===== src/hdl/pcr_pkg.sv =====
package pcr_pkg;

  localparam int ARG_W   = 16;
  localparam int COORD_W = 32;
  localparam int NUM_ARGS = 6;

  // ascii command letters
  localparam logic [7:0] CH_UP_M = 8'h4D;
  localparam logic [7:0] CH_LO_M = 8'h6D;
  localparam logic [7:0] CH_UP_L = 8'h4C;
  localparam logic [7:0] CH_LO_L = 8'h6C;
  localparam logic [7:0] CH_UP_H = 8'h48;
  localparam logic [7:0] CH_LO_H = 8'h68;
  localparam logic [7:0] CH_UP_V = 8'h56;
  localparam logic [7:0] CH_LO_V = 8'h76;
  localparam logic [7:0] CH_UP_C = 8'h43;
  localparam logic [7:0] CH_LO_C = 8'h63;
  localparam logic [7:0] CH_UP_S = 8'h53;
  localparam logic [7:0] CH_LO_S = 8'h73;
  localparam logic [7:0] CH_UP_Q = 8'h51;
  localparam logic [7:0] CH_LO_Q = 8'h71;
  localparam logic [7:0] CH_UP_T = 8'h54;
  localparam logic [7:0] CH_LO_T = 8'h74;
  localparam logic [7:0] CH_UP_Z = 8'h5A;
  localparam logic [7:0] CH_LO_Z = 8'h7A;

  // bit that marks a lowercase (relative) letter
  localparam int REL_BIT = 5;

  typedef enum logic [3:0] {
    OP_NONE,
    OP_MOVE,
    OP_LINE,
    OP_HORIZ,
    OP_VERT,
    OP_CUBIC,
    OP_SMOOTH_CUBIC,
    OP_QUAD,
    OP_SMOOTH_QUAD,
    OP_CLOSE
  } op_t;

  typedef enum logic [2:0] {
    KIND_MOVE  = 3'd0,
    KIND_LINE  = 3'd1,
    KIND_CUBIC = 3'd2,
    KIND_QUAD  = 3'd3,
    KIND_CLOSE = 3'd4,
    KIND_FILL  = 3'd5
  } kind_t;

  typedef struct packed {
    op_t                                op;
    logic                               rel;
    logic                               path_end;
    logic [NUM_ARGS-1:0][ARG_W-1:0]     arg;
  } entry_t;

endpackage


===== src/hdl/pcr_cmd_if.sv =====
interface pcr_cmd_if;
  logic               valid;
  logic               ready;
  logic [7:0]         action;
  logic signed [15:0] arg0;
  logic signed [15:0] arg1;
  logic signed [15:0] arg2;
  logic signed [15:0] arg3;
  logic signed [15:0] arg4;
  logic signed [15:0] arg5;
  logic               cmd_valid;
  logic               path_end;

  modport source (
    output valid, action, arg0, arg1, arg2, arg3, arg4, arg5, cmd_valid, path_end,
    input  ready
  );
  modport sink (
    input  valid, action, arg0, arg1, arg2, arg3, arg4, arg5, cmd_valid, path_end,
    output ready
  );
endinterface


===== src/hdl/pcr_prim_if.sv =====
interface pcr_prim_if;
  logic               valid;
  logic               ready;
  logic [2:0]         kind;
  logic signed [31:0] pt1_x;
  logic signed [31:0] pt1_y;
  logic signed [31:0] pt2_x;
  logic signed [31:0] pt2_y;
  logic signed [31:0] pt3_x;
  logic signed [31:0] pt3_y;
  logic               run_last;

  modport source (
    output valid, kind, pt1_x, pt1_y, pt2_x, pt2_y, pt3_x, pt3_y, run_last,
    input  ready
  );
  modport sink (
    input  valid, kind, pt1_x, pt1_y, pt2_x, pt2_y, pt3_x, pt3_y, run_last,
    output ready
  );
endinterface


===== src/hdl/pcr_front.sv =====
module pcr_front (
  pcr_cmd_if.sink          cmd,
  output logic             q_valid,
  input  logic             q_ready,
  output pcr_pkg::entry_t  q_entry
);

  pcr_pkg::op_t op;

  always_comb begin
    case (cmd.action)
      pcr_pkg::CH_UP_M, pcr_pkg::CH_LO_M: op = pcr_pkg::OP_MOVE;
      pcr_pkg::CH_UP_L, pcr_pkg::CH_LO_L: op = pcr_pkg::OP_LINE;
      pcr_pkg::CH_UP_H, pcr_pkg::CH_LO_H: op = pcr_pkg::OP_HORIZ;
      pcr_pkg::CH_UP_V, pcr_pkg::CH_LO_V: op = pcr_pkg::OP_VERT;
      pcr_pkg::CH_UP_C, pcr_pkg::CH_LO_C: op = pcr_pkg::OP_CUBIC;
      pcr_pkg::CH_UP_S, pcr_pkg::CH_LO_S: op = pcr_pkg::OP_SMOOTH_CUBIC;
      pcr_pkg::CH_UP_Q, pcr_pkg::CH_LO_Q: op = pcr_pkg::OP_QUAD;
      pcr_pkg::CH_UP_T, pcr_pkg::CH_LO_T: op = pcr_pkg::OP_SMOOTH_QUAD;
      pcr_pkg::CH_UP_Z, pcr_pkg::CH_LO_Z: op = pcr_pkg::OP_CLOSE;
      default:                            op = pcr_pkg::OP_NONE;
    endcase
    if (!cmd.cmd_valid) begin
      op = pcr_pkg::OP_NONE;
    end
  end

  always_comb begin
    q_entry.op       = op;
    q_entry.rel      = cmd.action[pcr_pkg::REL_BIT];
    q_entry.path_end = cmd.path_end;
    q_entry.arg[0]   = cmd.arg0;
    q_entry.arg[1]   = cmd.arg1;
    q_entry.arg[2]   = cmd.arg2;
    q_entry.arg[3]   = cmd.arg3;
    q_entry.arg[4]   = cmd.arg4;
    q_entry.arg[5]   = cmd.arg5;
  end

  // requests that produce nothing are taken and dropped here
  assign q_valid   = cmd.valid && ((op != pcr_pkg::OP_NONE) || cmd.path_end);
  assign cmd.ready = q_ready;

endmodule


===== src/hdl/pcr_queue.sv =====
module pcr_queue #(
  parameter int DEPTH = 4
) (
  input  logic             clk,
  input  logic             rst,
  input  logic             in_valid,
  output logic             in_ready,
  input  pcr_pkg::entry_t  in_entry,
  output logic             out_valid,
  input  logic             out_ready,
  output pcr_pkg::entry_t  out_entry
);

  localparam int PTR_W = (DEPTH > 1) ? $clog2(DEPTH) : 1;
  localparam int CNT_W = $clog2(DEPTH + 1);
  localparam logic [PTR_W-1:0] LAST_PTR = PTR_W'(DEPTH - 1);
  localparam logic [CNT_W-1:0] FULL_CNT = CNT_W'(DEPTH);

  pcr_pkg::entry_t  mem [DEPTH];
  logic [PTR_W-1:0] wr_ptr;
  logic [PTR_W-1:0] rd_ptr;
  logic [CNT_W-1:0] count;
  logic             push;
  logic             pop;

  assign in_ready  = (count != FULL_CNT);
  assign out_valid = (count != '0);
  assign out_entry = mem[rd_ptr];
  assign push      = in_valid && in_ready;
  assign pop       = out_valid && out_ready;

  always_ff @(posedge clk) begin
    if (push) begin
      mem[wr_ptr] <= in_entry;
    end
  end

  always_ff @(posedge clk) begin
    if (rst) begin
      wr_ptr <= '0;
      rd_ptr <= '0;
      count  <= '0;
    end else begin
      if (push) begin
        wr_ptr <= (wr_ptr == LAST_PTR) ? '0 : wr_ptr + 1'b1;
      end
      if (pop) begin
        rd_ptr <= (rd_ptr == LAST_PTR) ? '0 : rd_ptr + 1'b1;
      end
      case ({push, pop})
        2'b10:   count <= count + 1'b1;
        2'b01:   count <= count - 1'b1;
        default: count <= count;
      endcase
    end
  end

endmodule


===== src/hdl/pcr_back.sv =====
module pcr_back (
  input  logic             clk,
  input  logic             rst,
  input  logic             q_valid,
  output logic             q_ready,
  input  pcr_pkg::entry_t  q_entry,
  pcr_prim_if.source       prim
);

  typedef enum logic {
    PH_PRIM,
    PH_FILL
  } phase_t;

  phase_t             phase, phase_next;
  logic               out_valid;
  pcr_pkg::kind_t     kind, kind_next;
  logic signed [31:0] pt1_x, pt1_y, pt2_x, pt2_y, pt3_x, pt3_y;
  logic signed [31:0] pt1_x_next, pt1_y_next, pt2_x_next, pt2_y_next;
  logic signed [31:0] pt3_x_next, pt3_y_next;
  logic               run_last, run_last_next;

  logic signed [31:0] start_x, start_y, cur_x, cur_y, ctrl_x, ctrl_y;
  logic signed [31:0] start_x_next, start_y_next, cur_x_next, cur_y_next;
  logic signed [31:0] ctrl_x_next, ctrl_y_next;

  logic signed [31:0] base_x, base_y;
  logic signed [31:0] ax [3];
  logic signed [31:0] ay [3];
  logic signed [31:0] vy;
  logic signed [31:0] refl_x, refl_y;

  logic load;
  logic fire;
  logic has_prim;
  logic emit_fill;

  assign load      = !out_valid || prim.ready;
  assign fire      = load && q_valid;
  assign has_prim  = (q_entry.op != pcr_pkg::OP_NONE);
  assign emit_fill = q_entry.path_end && ((phase == PH_FILL) || !has_prim);
  // the entry leaves once its last result is loaded
  assign q_ready   = load && (emit_fill || !q_entry.path_end);

  assign base_x = q_entry.rel ? cur_x : '0;
  assign base_y = q_entry.rel ? cur_y : '0;

  always_comb begin
    for (int i = 0; i < 3; i++) begin
      ax[i] = 32'(signed'(q_entry.arg[2*i]))   + base_x;
      ay[i] = 32'(signed'(q_entry.arg[2*i+1])) + base_y;
    end
  end

  // vertical line takes its coordinate from the first argument
  assign vy     = 32'(signed'(q_entry.arg[0])) + base_y;
  assign refl_x = cur_x + cur_x - ctrl_x;
  assign refl_y = cur_y + cur_y - ctrl_y;

  always_comb begin
    kind_next     = pcr_pkg::KIND_FILL;
    pt1_x_next    = '0;
    pt1_y_next    = '0;
    pt2_x_next    = '0;
    pt2_y_next    = '0;
    pt3_x_next    = '0;
    pt3_y_next    = '0;
    run_last_next = 1'b1;
    phase_next    = PH_PRIM;
    start_x_next  = '0;
    start_y_next  = '0;
    cur_x_next    = '0;
    cur_y_next    = '0;
    ctrl_x_next   = '0;
    ctrl_y_next   = '0;
    if (!emit_fill) begin
      run_last_next = !q_entry.path_end;
      phase_next    = q_entry.path_end ? PH_FILL : PH_PRIM;
      start_x_next  = start_x;
      start_y_next  = start_y;
      cur_x_next    = cur_x;
      cur_y_next    = cur_y;
      ctrl_x_next   = ctrl_x;
      ctrl_y_next   = ctrl_y;
      case (q_entry.op)
        pcr_pkg::OP_MOVE: begin
          kind_next    = pcr_pkg::KIND_MOVE;
          pt1_x_next   = ax[0];
          pt1_y_next   = ay[0];
          start_x_next = ax[0];
          start_y_next = ay[0];
          cur_x_next   = ax[0];
          cur_y_next   = ay[0];
        end
        pcr_pkg::OP_LINE: begin
          kind_next  = pcr_pkg::KIND_LINE;
          pt1_x_next = ax[0];
          pt1_y_next = ay[0];
          cur_x_next = ax[0];
          cur_y_next = ay[0];
        end
        pcr_pkg::OP_HORIZ: begin
          kind_next  = pcr_pkg::KIND_LINE;
          pt1_x_next = ax[0];
          pt1_y_next = cur_y;
          cur_x_next = ax[0];
        end
        pcr_pkg::OP_VERT: begin
          kind_next  = pcr_pkg::KIND_LINE;
          pt1_x_next = cur_x;
          pt1_y_next = vy;
          cur_y_next = vy;
        end
        pcr_pkg::OP_CUBIC: begin
          kind_next   = pcr_pkg::KIND_CUBIC;
          pt1_x_next  = ax[0];
          pt1_y_next  = ay[0];
          pt2_x_next  = ax[1];
          pt2_y_next  = ay[1];
          pt3_x_next  = ax[2];
          pt3_y_next  = ay[2];
          ctrl_x_next = ax[1];
          ctrl_y_next = ay[1];
          cur_x_next  = ax[2];
          cur_y_next  = ay[2];
        end
        pcr_pkg::OP_SMOOTH_CUBIC: begin
          kind_next   = pcr_pkg::KIND_CUBIC;
          pt1_x_next  = refl_x;
          pt1_y_next  = refl_y;
          pt2_x_next  = ax[0];
          pt2_y_next  = ay[0];
          pt3_x_next  = ax[1];
          pt3_y_next  = ay[1];
          ctrl_x_next = ax[0];
          ctrl_y_next = ay[0];
          cur_x_next  = ax[1];
          cur_y_next  = ay[1];
        end
        pcr_pkg::OP_QUAD: begin
          kind_next   = pcr_pkg::KIND_QUAD;
          pt1_x_next  = ax[0];
          pt1_y_next  = ay[0];
          pt2_x_next  = ax[1];
          pt2_y_next  = ay[1];
          ctrl_x_next = ax[0];
          ctrl_y_next = ay[0];
          cur_x_next  = ax[1];
          cur_y_next  = ay[1];
        end
        pcr_pkg::OP_SMOOTH_QUAD: begin
          kind_next   = pcr_pkg::KIND_QUAD;
          pt1_x_next  = refl_x;
          pt1_y_next  = refl_y;
          pt2_x_next  = ax[0];
          pt2_y_next  = ay[0];
          ctrl_x_next = refl_x;
          ctrl_y_next = refl_y;
          cur_x_next  = ax[0];
          cur_y_next  = ay[0];
        end
        pcr_pkg::OP_CLOSE: begin
          kind_next  = pcr_pkg::KIND_CLOSE;
          pt1_x_next = start_x;
          pt1_y_next = start_y;
          cur_x_next = start_x;
          cur_y_next = start_y;
        end
        default: begin
          kind_next = pcr_pkg::KIND_FILL;
        end
      endcase
    end
  end

  always_ff @(posedge clk) begin
    if (rst) begin
      out_valid <= 1'b0;
      phase     <= PH_PRIM;
      start_x   <= '0;
      start_y   <= '0;
      cur_x     <= '0;
      cur_y     <= '0;
      ctrl_x    <= '0;
      ctrl_y    <= '0;
    end else if (load) begin
      out_valid <= q_valid;
      if (q_valid) begin
        phase    <= phase_next;
        kind     <= kind_next;
        pt1_x    <= pt1_x_next;
        pt1_y    <= pt1_y_next;
        pt2_x    <= pt2_x_next;
        pt2_y    <= pt2_y_next;
        pt3_x    <= pt3_x_next;
        pt3_y    <= pt3_y_next;
        run_last <= run_last_next;
        start_x  <= start_x_next;
        start_y  <= start_y_next;
        cur_x    <= cur_x_next;
        cur_y    <= cur_y_next;
        ctrl_x   <= ctrl_x_next;
        ctrl_y   <= ctrl_y_next;
      end
    end
  end

  assign prim.valid    = out_valid;
  assign prim.kind     = kind;
  assign prim.pt1_x    = pt1_x;
  assign prim.pt1_y    = pt1_y;
  assign prim.pt2_x    = pt2_x;
  assign prim.pt2_y    = pt2_y;
  assign prim.pt3_x    = pt3_x;
  assign prim.pt3_y    = pt3_y;
  assign prim.run_last = run_last;

  a_fill_clears_state: assert property (@(posedge clk) disable iff (rst)
    (fire && emit_fill) |=> (start_x == 0 && start_y == 0 && cur_x == 0 &&
                             cur_y == 0 && ctrl_x == 0 && ctrl_y == 0))
    else $error("state not cleared after fill");

  a_fill_phase_has_entry: assert property (@(posedge clk) disable iff (rst)
    (phase == PH_FILL) |-> (q_valid && q_entry.path_end && has_prim))
    else $error("fill pending without its request at the queue head");

  a_fill_is_last: assert property (@(posedge clk) disable iff (rst)
    (out_valid && kind == pcr_pkg::KIND_FILL) |-> run_last)
    else $error("fill result not marked last");

  a_fill_follows_prim: assert property (@(posedge clk) disable iff (rst)
    $rose(phase == PH_FILL) |-> (out_valid && !run_last))
    else $error("primitive before fill marked last");

endmodule


===== src/hdl/path_command_resolver.sv =====
// path_command_resolver: outline commands in, absolute drawing primitives out
// cmd channel: one request per command letter with six signed 16-bit args,
//   cmd_valid low skips it, path_end high closes the path with a fill
// prim channel: kind plus up to three 32-bit points and run_last, which
//   marks the last result caused by one request
// a decoder classifies each request into a small queue; the execution side
//   holds start, current and control points and feeds an output register
// throughput: one request per cycle while prim is ready; a request that
//   carries a primitive and path_end loads the primitive, then the fill
// a request passes the queue write, then the output register load, before
//   its first result appears on prim
// requests that produce no result are taken and dropped at the decoder
// a stalled prim channel holds the output register; the queue keeps taking
//   requests until QUEUE_DEPTH entries wait, then cmd.ready drops
// reset empties queue and output register, zeroes start, cur and ctrl points
module path_command_resolver #(
  parameter int QUEUE_DEPTH = 4
) (
  input  logic        clk,
  input  logic        rst,
  pcr_cmd_if.sink     cmd,
  pcr_prim_if.source  prim
);

  logic            dec_valid;
  logic            dec_ready;
  pcr_pkg::entry_t dec_entry;
  logic            head_valid;
  logic            head_ready;
  pcr_pkg::entry_t head_entry;

  pcr_front u_front (
    .cmd     (cmd),
    .q_valid (dec_valid),
    .q_ready (dec_ready),
    .q_entry (dec_entry)
  );

  pcr_queue #(
    .DEPTH (QUEUE_DEPTH)
  ) u_queue (
    .clk       (clk),
    .rst       (rst),
    .in_valid  (dec_valid),
    .in_ready  (dec_ready),
    .in_entry  (dec_entry),
    .out_valid (head_valid),
    .out_ready (head_ready),
    .out_entry (head_entry)
  );

  pcr_back u_back (
    .clk     (clk),
    .rst     (rst),
    .q_valid (head_valid),
    .q_ready (head_ready),
    .q_entry (head_entry),
    .prim    (prim)
  );

endmodule


===== src/flat_wrapper.sv =====
// flat-port wrapper written by rule: the top's interface ports become plain ports
module path_command_resolver_flat 
#(
  parameter int QUEUE_DEPTH = 4
)
  (clk, rst, cmd_valid, cmd_action, cmd_arg0, cmd_arg1, cmd_arg2, cmd_arg3, cmd_arg4, cmd_arg5, cmd_cmd_valid, cmd_path_end, cmd_ready, prim_valid, prim_kind, prim_pt1_x, prim_pt1_y, prim_pt2_x, prim_pt2_y, prim_pt3_x, prim_pt3_y, prim_run_last, prim_ready);
  pcr_cmd_if cmd_i ();
  pcr_prim_if prim_i ();
  input  logic clk;
  input  logic rst;
  input wire logic [$bits(cmd_i.valid)-1:0] cmd_valid;
  input wire logic [$bits(cmd_i.action)-1:0] cmd_action;
  input wire logic [$bits(cmd_i.arg0)-1:0] cmd_arg0;
  input wire logic [$bits(cmd_i.arg1)-1:0] cmd_arg1;
  input wire logic [$bits(cmd_i.arg2)-1:0] cmd_arg2;
  input wire logic [$bits(cmd_i.arg3)-1:0] cmd_arg3;
  input wire logic [$bits(cmd_i.arg4)-1:0] cmd_arg4;
  input wire logic [$bits(cmd_i.arg5)-1:0] cmd_arg5;
  input wire logic [$bits(cmd_i.cmd_valid)-1:0] cmd_cmd_valid;
  input wire logic [$bits(cmd_i.path_end)-1:0] cmd_path_end;
  output wire logic [$bits(cmd_i.ready)-1:0] cmd_ready;
  output wire logic [$bits(prim_i.valid)-1:0] prim_valid;
  output wire logic [$bits(prim_i.kind)-1:0] prim_kind;
  output wire logic [$bits(prim_i.pt1_x)-1:0] prim_pt1_x;
  output wire logic [$bits(prim_i.pt1_y)-1:0] prim_pt1_y;
  output wire logic [$bits(prim_i.pt2_x)-1:0] prim_pt2_x;
  output wire logic [$bits(prim_i.pt2_y)-1:0] prim_pt2_y;
  output wire logic [$bits(prim_i.pt3_x)-1:0] prim_pt3_x;
  output wire logic [$bits(prim_i.pt3_y)-1:0] prim_pt3_y;
  output wire logic [$bits(prim_i.run_last)-1:0] prim_run_last;
  input wire logic [$bits(prim_i.ready)-1:0] prim_ready;
  assign cmd_i.valid = cmd_valid;
  assign cmd_i.action = cmd_action;
  assign cmd_i.arg0 = cmd_arg0;
  assign cmd_i.arg1 = cmd_arg1;
  assign cmd_i.arg2 = cmd_arg2;
  assign cmd_i.arg3 = cmd_arg3;
  assign cmd_i.arg4 = cmd_arg4;
  assign cmd_i.arg5 = cmd_arg5;
  assign cmd_i.cmd_valid = cmd_cmd_valid;
  assign cmd_i.path_end = cmd_path_end;
  assign cmd_ready = cmd_i.ready;
  assign prim_valid = prim_i.valid;
  assign prim_kind = prim_i.kind;
  assign prim_pt1_x = prim_i.pt1_x;
  assign prim_pt1_y = prim_i.pt1_y;
  assign prim_pt2_x = prim_i.pt2_x;
  assign prim_pt2_y = prim_i.pt2_y;
  assign prim_pt3_x = prim_i.pt3_x;
  assign prim_pt3_y = prim_i.pt3_y;
  assign prim_run_last = prim_i.run_last;
  assign prim_i.ready = prim_ready;
  path_command_resolver #(.QUEUE_DEPTH(QUEUE_DEPTH)) u_core (.clk(clk), .rst(rst), .cmd(cmd_i), .prim(prim_i));
endmodule

===== config.mk =====
export PLATFORM = sky130hd
export DESIGN_NAME = path_command_resolver_flat
export DESIGN_NICKNAME = d
export VERILOG_FILES = /design/src/hdl/pcr_pkg.sv /design/src/hdl/pcr_cmd_if.sv /design/src/hdl/pcr_prim_if.sv /design/src/hdl/pcr_front.sv /design/src/hdl/pcr_queue.sv /design/src/hdl/pcr_back.sv /design/src/hdl/path_command_resolver.sv /design/src/flat_wrapper.sv
export SDC_FILE = /design/constraint.sdc
export NUM_CORES = 2
export LEC_CHECK = 0
export ABC_CLOCK_PERIOD_IN_PS = 12900
export BUFFER_PORTS_ARGS = -buffer_cell sky130_fd_sc_hd__buf_4
export CAP_MARGIN = 40
export CORE_UTILIZATION = 61
export CTS_CLUSTER_SIZE = 10
export DETAILED_ROUTE_END_ITERATION = 10
export PLACE_DENSITY = 0.77
export SKIP_CTS_REPAIR_TIMING = 1
export SYNTH_ARGS = -nofsm -noshare
export SYNTH_HDL_FRONTEND = slang
export SYNTH_SLANG_ARGS = --single-unit
export TNS_END_PERCENT = 1

===== constraint.sdc =====
create_clock -name clk -period 12.9 [get_ports clk]
set_input_delay 0 -clock clk [delete_from_list [all_inputs] [get_ports clk]]
set_output_delay 0 -clock clk [all_outputs]
set_load 0.05 [all_outputs]

==> load_flow_metrics.sql <==
INSERT INTO impl_metrics (metric_group, metric, value, unit) VALUES
('cells_and_area', 'antenna-diode-count', '0', ''),
('pwr', 'clk_network_pwr_share', '14.7', '%'),
('pwr', 'pwr_density_cell', '301', 'nW/um^2'),
('sta', 'max_clock_freq', '151', 'MHz'),
('placement', 'place_congestion', '0.999', ''),
('sta', 'timing.final.hold_violations', '0', ''),
('cells_and_area', 'final_nets', '5909', ''),
('global_routing', 'antenna_found_initial', '3', ''),
('detailed_routing', 'num_vias', '48000', ''),
('clock_tree', 'cts.root.buffer_cell', 'clkbuf_16', ''),
('cells_and_area', 'postLayoutCellArea', '59500', 'sq um'),
('synth', 'synthDominantAreaCellType', 'edfxtp_1', ''),
('synth', 'post_synth_top_flop', 'edfxtp_1', ''),
('sta', 'number_of_max_slew_violations_in_the_final_report', '0', ''),
('sta', 'worst_slew_margin_rel', '33.8', '%'),
('critical_path', 'timing.critical_path.to_type', 'register', ''),
('synth', 'synth_cell_type_count', '119', ''),
('flow_run', 'timing.max_cap.violations', '0', ''),
('clock_tree', 'clk_latency', '730', 'ps'),
('global_routing', 'vias_in_the_first_global_route', '43400', ''),
('critical_path', 'required_time_of_the_critical_path', '13540', 'ps'),
('critical_path', 'worst_ep_arrival_time', '7270', 'ps'),
('sta', 'fin_crit', '6620', 'ps'),
('detailed_routing', 'drt-initial-drc-count', '7805', ''),
('hold_path', 'hp-class', 'input port to register', ''),
('sta', 'skew', '46.5', 'ps'),
('clock_tree', 'clock_tree.htree_level_count', '3', ''),
('clock_tree', 'max-clock-path-buffers', '3', ''),
('pwr', 'p_int', '8.71', 'mW'),
('synth', 'synthesis.yosys.warnings', '0', ''),
('sta', 'layout_worst_path_cycle_share', '51.4', '%'),
('clock_tree', 'clock_sinks', '807', ''),
('pwr', 'combinational_cell_fraction_of_total_power', '64.2', '%'),
('sta', 'rsz0062_at_grt', 'false', ''),
('detailed_routing', 'ant_nets', '0', ''),
('hold_path', 'worst_hold_startpoint', 'cmd_arg0[6]', ''),
('global_routing', 'gr-total-overflow', '0', ''),
('synth', 'post_synthesis_cell_area', '52300', 'sq um'),
('pwr', 'ir_drop', '0.222', 'mV'),
('sta', 'setup_tns', '0', 'ps'),
('pwr', 'share_seq_of_total_power', '21.2', '%'),
('sta', 'setup_viol', '0', ''),
('placement', 'hpwl', '127', 'mm'),
('run_status', 'outcome', 'finished, final reports clean', ''),
('detailed_routing', 'detail_route.drc_violations', '0', ''),
('synth', 'seq_area_frac_synth', '42.4', '%'),
('detailed_routing', 'route.detailed.vias_per_inst', '7.06', ''),
('floorplan', 'die_h', '295', 'um'),
('synth', 'synth_enable_flop_cells', '604', ''),
('global_routing', 'first_pass_grt_wire_length', '273', 'mm'),
('floorplan', 'num_rows', '107', ''),
('critical_path', 'worstSetupStartpointType', 'register', ''),
('synth', 'postSynth.asyncResetShare', '0', '%'),
('detailed_routing', 'wire_per_inst', '28.3', 'um'),
('floorplan', 'floorplan.core_area', '85000', 'sq um'),
('clock_tree', 'cts_tree', 'built', ''),
('synth', 'number_of_synthesized_register_bits', '807', ''),
('critical_path', 'setup.worst_path.class', 'register to register', ''),
('critical_path', 'timing.critical_path.fanout_max', '62', ''),
('detailed_routing', 'drtPass1Iterations', '8', ''),
('synth', 'synth_area_leaders', 'edfxtp_1 (35%), dfxtp_1 (7.8%), ha_1 (5.2%)', ''),
('global_routing', 'grt_max_degree', '75', ''),
('cells_and_area', 'layout-area-overhead-vs-synth', '13.8', '%'),
('pwr', 'switching_share', '51.4', '%'),
('synth', 'synth_nets', '5688', ''),
('floorplan', 'design.die.area', '86900', 'sq um'),
('clock_tree', 'cts_buffers', '96', ''),
('sta', 'timing_worst_slew_pin_value', '988', 'ps'),
('global_routing', 'grt.total_usage', '41.9', '%'),
('floorplan', 'die_x', '295', 'um'),
('floorplan', 'io-pin-count', '308', ''),
('floorplan', 'start_util', '61.5', '%'),
('pwr', 'net-switching-power', '9.22', 'mW'),
('clock_tree', 'cts.reportedPaths.clkPinSlew', '60', 'ps'),
('placement', 'port-buffer-count', '307', ''),
('sta', 'hold-worst-slack', '23.3', 'ps'),
('synth', 'post_synth.cell_area_avg', '9.76', 'sq um'),
('cells_and_area', 'drive_above_1_share', '13.1', '%'),
('detailed_routing', 'totalWireLength', '192', 'mm'),
('placement', 'placed_cell_area', '55400', 'sq um'),
('pwr', 'leakage', '21.9', 'nW'),
('synth', 'syn_inst', '5358', ''),
('synth', 'post-synth-top-area-fraction', '34.7', '%');
-- synthesized netlist by cell type, types with 16 or more instances --
library cell,n
o21ai_0,271
buf_2,61
dfxtp_1,203
buf_1,27
nor2b_1,53
a21o_1,132
a31oi_1,79
edfxtp_1,604
a221oi_1,50
o21a_1,41
a22oi_1,190
a32o_1,16
a22o_1,20
clkbuf_1,268
and3_1,35
o211ai_1,41
o22ai_1,37
and2_1,75
xnor2_1,260
nand3_1,89
mux4_2,102
o21ai_1,20
nand2b_1,75
nor2_1,456
xor2_1,91
o31ai_1,16
a222oi_1,74
nand2_1,503
a21boi_0,20
nand3b_1,17
inv_1,161
a211oi_1,31
a221o_1,20
or2_2,24
a32oi_1,26
o21bai_1,32
nand4_1,33
nor3_1,65
nor3b_1,17
a21oi_1,467
or3_1,18
o221ai_1,24
mux2i_1,22
ha_1,217
-- stage by stage --
| stage | total power [mW] | setup WS (ps) | std cells | util, % |
|---|---|---|---|---|
| floorplan | 11.6 | 3240 | 5358 | - |
| global placement | 14.7 | 6660 | 6498 | 64.8 |
| detailed placement | 14.8 | 6630 | 6513 | 65.2 |
| CTS | 17.4 | 6530 | 6683 | 68.7 |
| global route | 18.6 | 5860 | 6795 | 70.0 |
| finish | 17.9 | 6280 | 6795 | 70.0 |
-- cell families after synthesis --
group	count (synthesis)	synth area share (%)
adders and majority gates	231	5.52
buffers and inverters	537	4.27
muxes	130	4.95
and+or+nand+nor	1528	13.7
AOI/OAI and AO/OA	1773	23.2
xor gates and xnor gates	352	5.91
DFF	807	42.4
-- worst max-delay path, cell delays in order, from the launching register on --
cell      delay, ps
dfxtp_4         500
buf_4           580
mux4_4          800
buf_4           630
and2_1          310
ha_1            230
ha_1            200
a31oi_1          80
o32ai_2         350
o221ai_1        260
nor2_1          540
o211ai_1        260
o31ai_1         390
a21oi_1         210
o41ai_2         280
xor2_1          480
a221oi_1        210
a21oi_1         160
-- state kept, by name, indices dropped and copies added (netlist names), 2 cells and up, named ones only --
| signal | cells |
|---|---|
| u_core.u_back.prim.pt1_x | 32 |
| u_core.u_queue.rd_ptr | 2 |
| u_core.u_back.prim.pt3_y | 32 |
| u_core.u_back.cur_y | 32 |
| u_core.u_back.prim.pt2_x | 32 |
| u_core.u_queue.count | 3 |
| u_core.u_back.start_x | 32 |
| u_core.u_back.start_y | 32 |
| u_core.u_back.prim.kind | 3 |
| u_core.u_queue.mem | 408 |
| u_core.u_back.cur_x | 32 |
| u_core.u_back.prim.pt3_x | 32 |
| u_core.u_back.ctrl_y | 32 |
| u_core.u_back.ctrl_x | 32 |
| u_core.u_queue.wr_ptr | 2 |
| u_core.u_back.prim.pt2_y | 32 |
| u_core.u_back.prim.pt1_y | 32 |
-- per-layer routing --
layer / track usage, % / share of wire, % / vias up
li1: - / - / 20800
met1: 56.5 / 37 / 22700
met2: 62.1 / 44 / 3711
met3: 9.11 / 13 / 768
met4: 24.4 / 6.5 / 6
met5: 0 / 0.028 / -
-- power groups by stage --
stage               logic [mW]  registers, mW  clock network (mW)
finish                    11.5           3.79                2.63
floorplan                 7.28           4.31                   0
CTS                       11.1           3.76                2.62
global placement          10.9           3.81                   0
detailed placement        11.0           3.80                   0
global route              12.1           3.83                2.72
-- worst paths after layout --
path | end | slack [ps] | cells after the start
max | u_core.u_back.ctrl_x[28] | 6280 | 17
min | u_core.u_queue.mem[2][6] | 20 | 2
min reg2reg | u_core.u_back.ctrl_x[9] | 450 | 2
max reg2reg | u_core.u_back.ctrl_x[28] | 6280 | 17
-- cell type report --
cell class                      count  area (sq um)
Clock buffer                      150          2690
Clock inverter                     20           285
Fill cell                        6405         25500
Inverter                          162           608
Multi-Input combinational cell   4014         28100
Sequential cell                   807         22200
Tap cell                         1144          1430
Timing Repair Buffer              498          4240
-- layout by cell type (no fill, tap or decap), drive strengths merged, types with 32 or more instances in the layout --
cell type | synthesis | layout
xnor2 | 261 | 261
o21ai | 295 | 295
nand2b | 75 | 75
and2 | 80 | 80
nand2 | 505 | 505
o22ai | 37 | 37
dlygate4sd3 | 0 | 112
clkbuf | 269 | 150
nor3 | 68 | 68
o21bai | 32 | 32
nor2 | 456 | 456
a211oi | 32 | 32
edfxtp | 604 | 604
ha | 217 | 217
a22oi | 191 | 191
xor2 | 91 | 91
a221oi | 55 | 55
o211ai | 42 | 42
nor2b | 53 | 53
a21o | 132 | 132
dfxtp | 203 | 203
a222oi | 74 | 74
nand4 | 33 | 33
and3 | 35 | 35
o21a | 41 | 41
a21oi | 469 | 469
buf | 106 | 384
inv | 161 | 163
mux4 | 102 | 102
nand3 | 90 | 90
a31oi | 81 | 81
(Power assumes the default switching activity.)
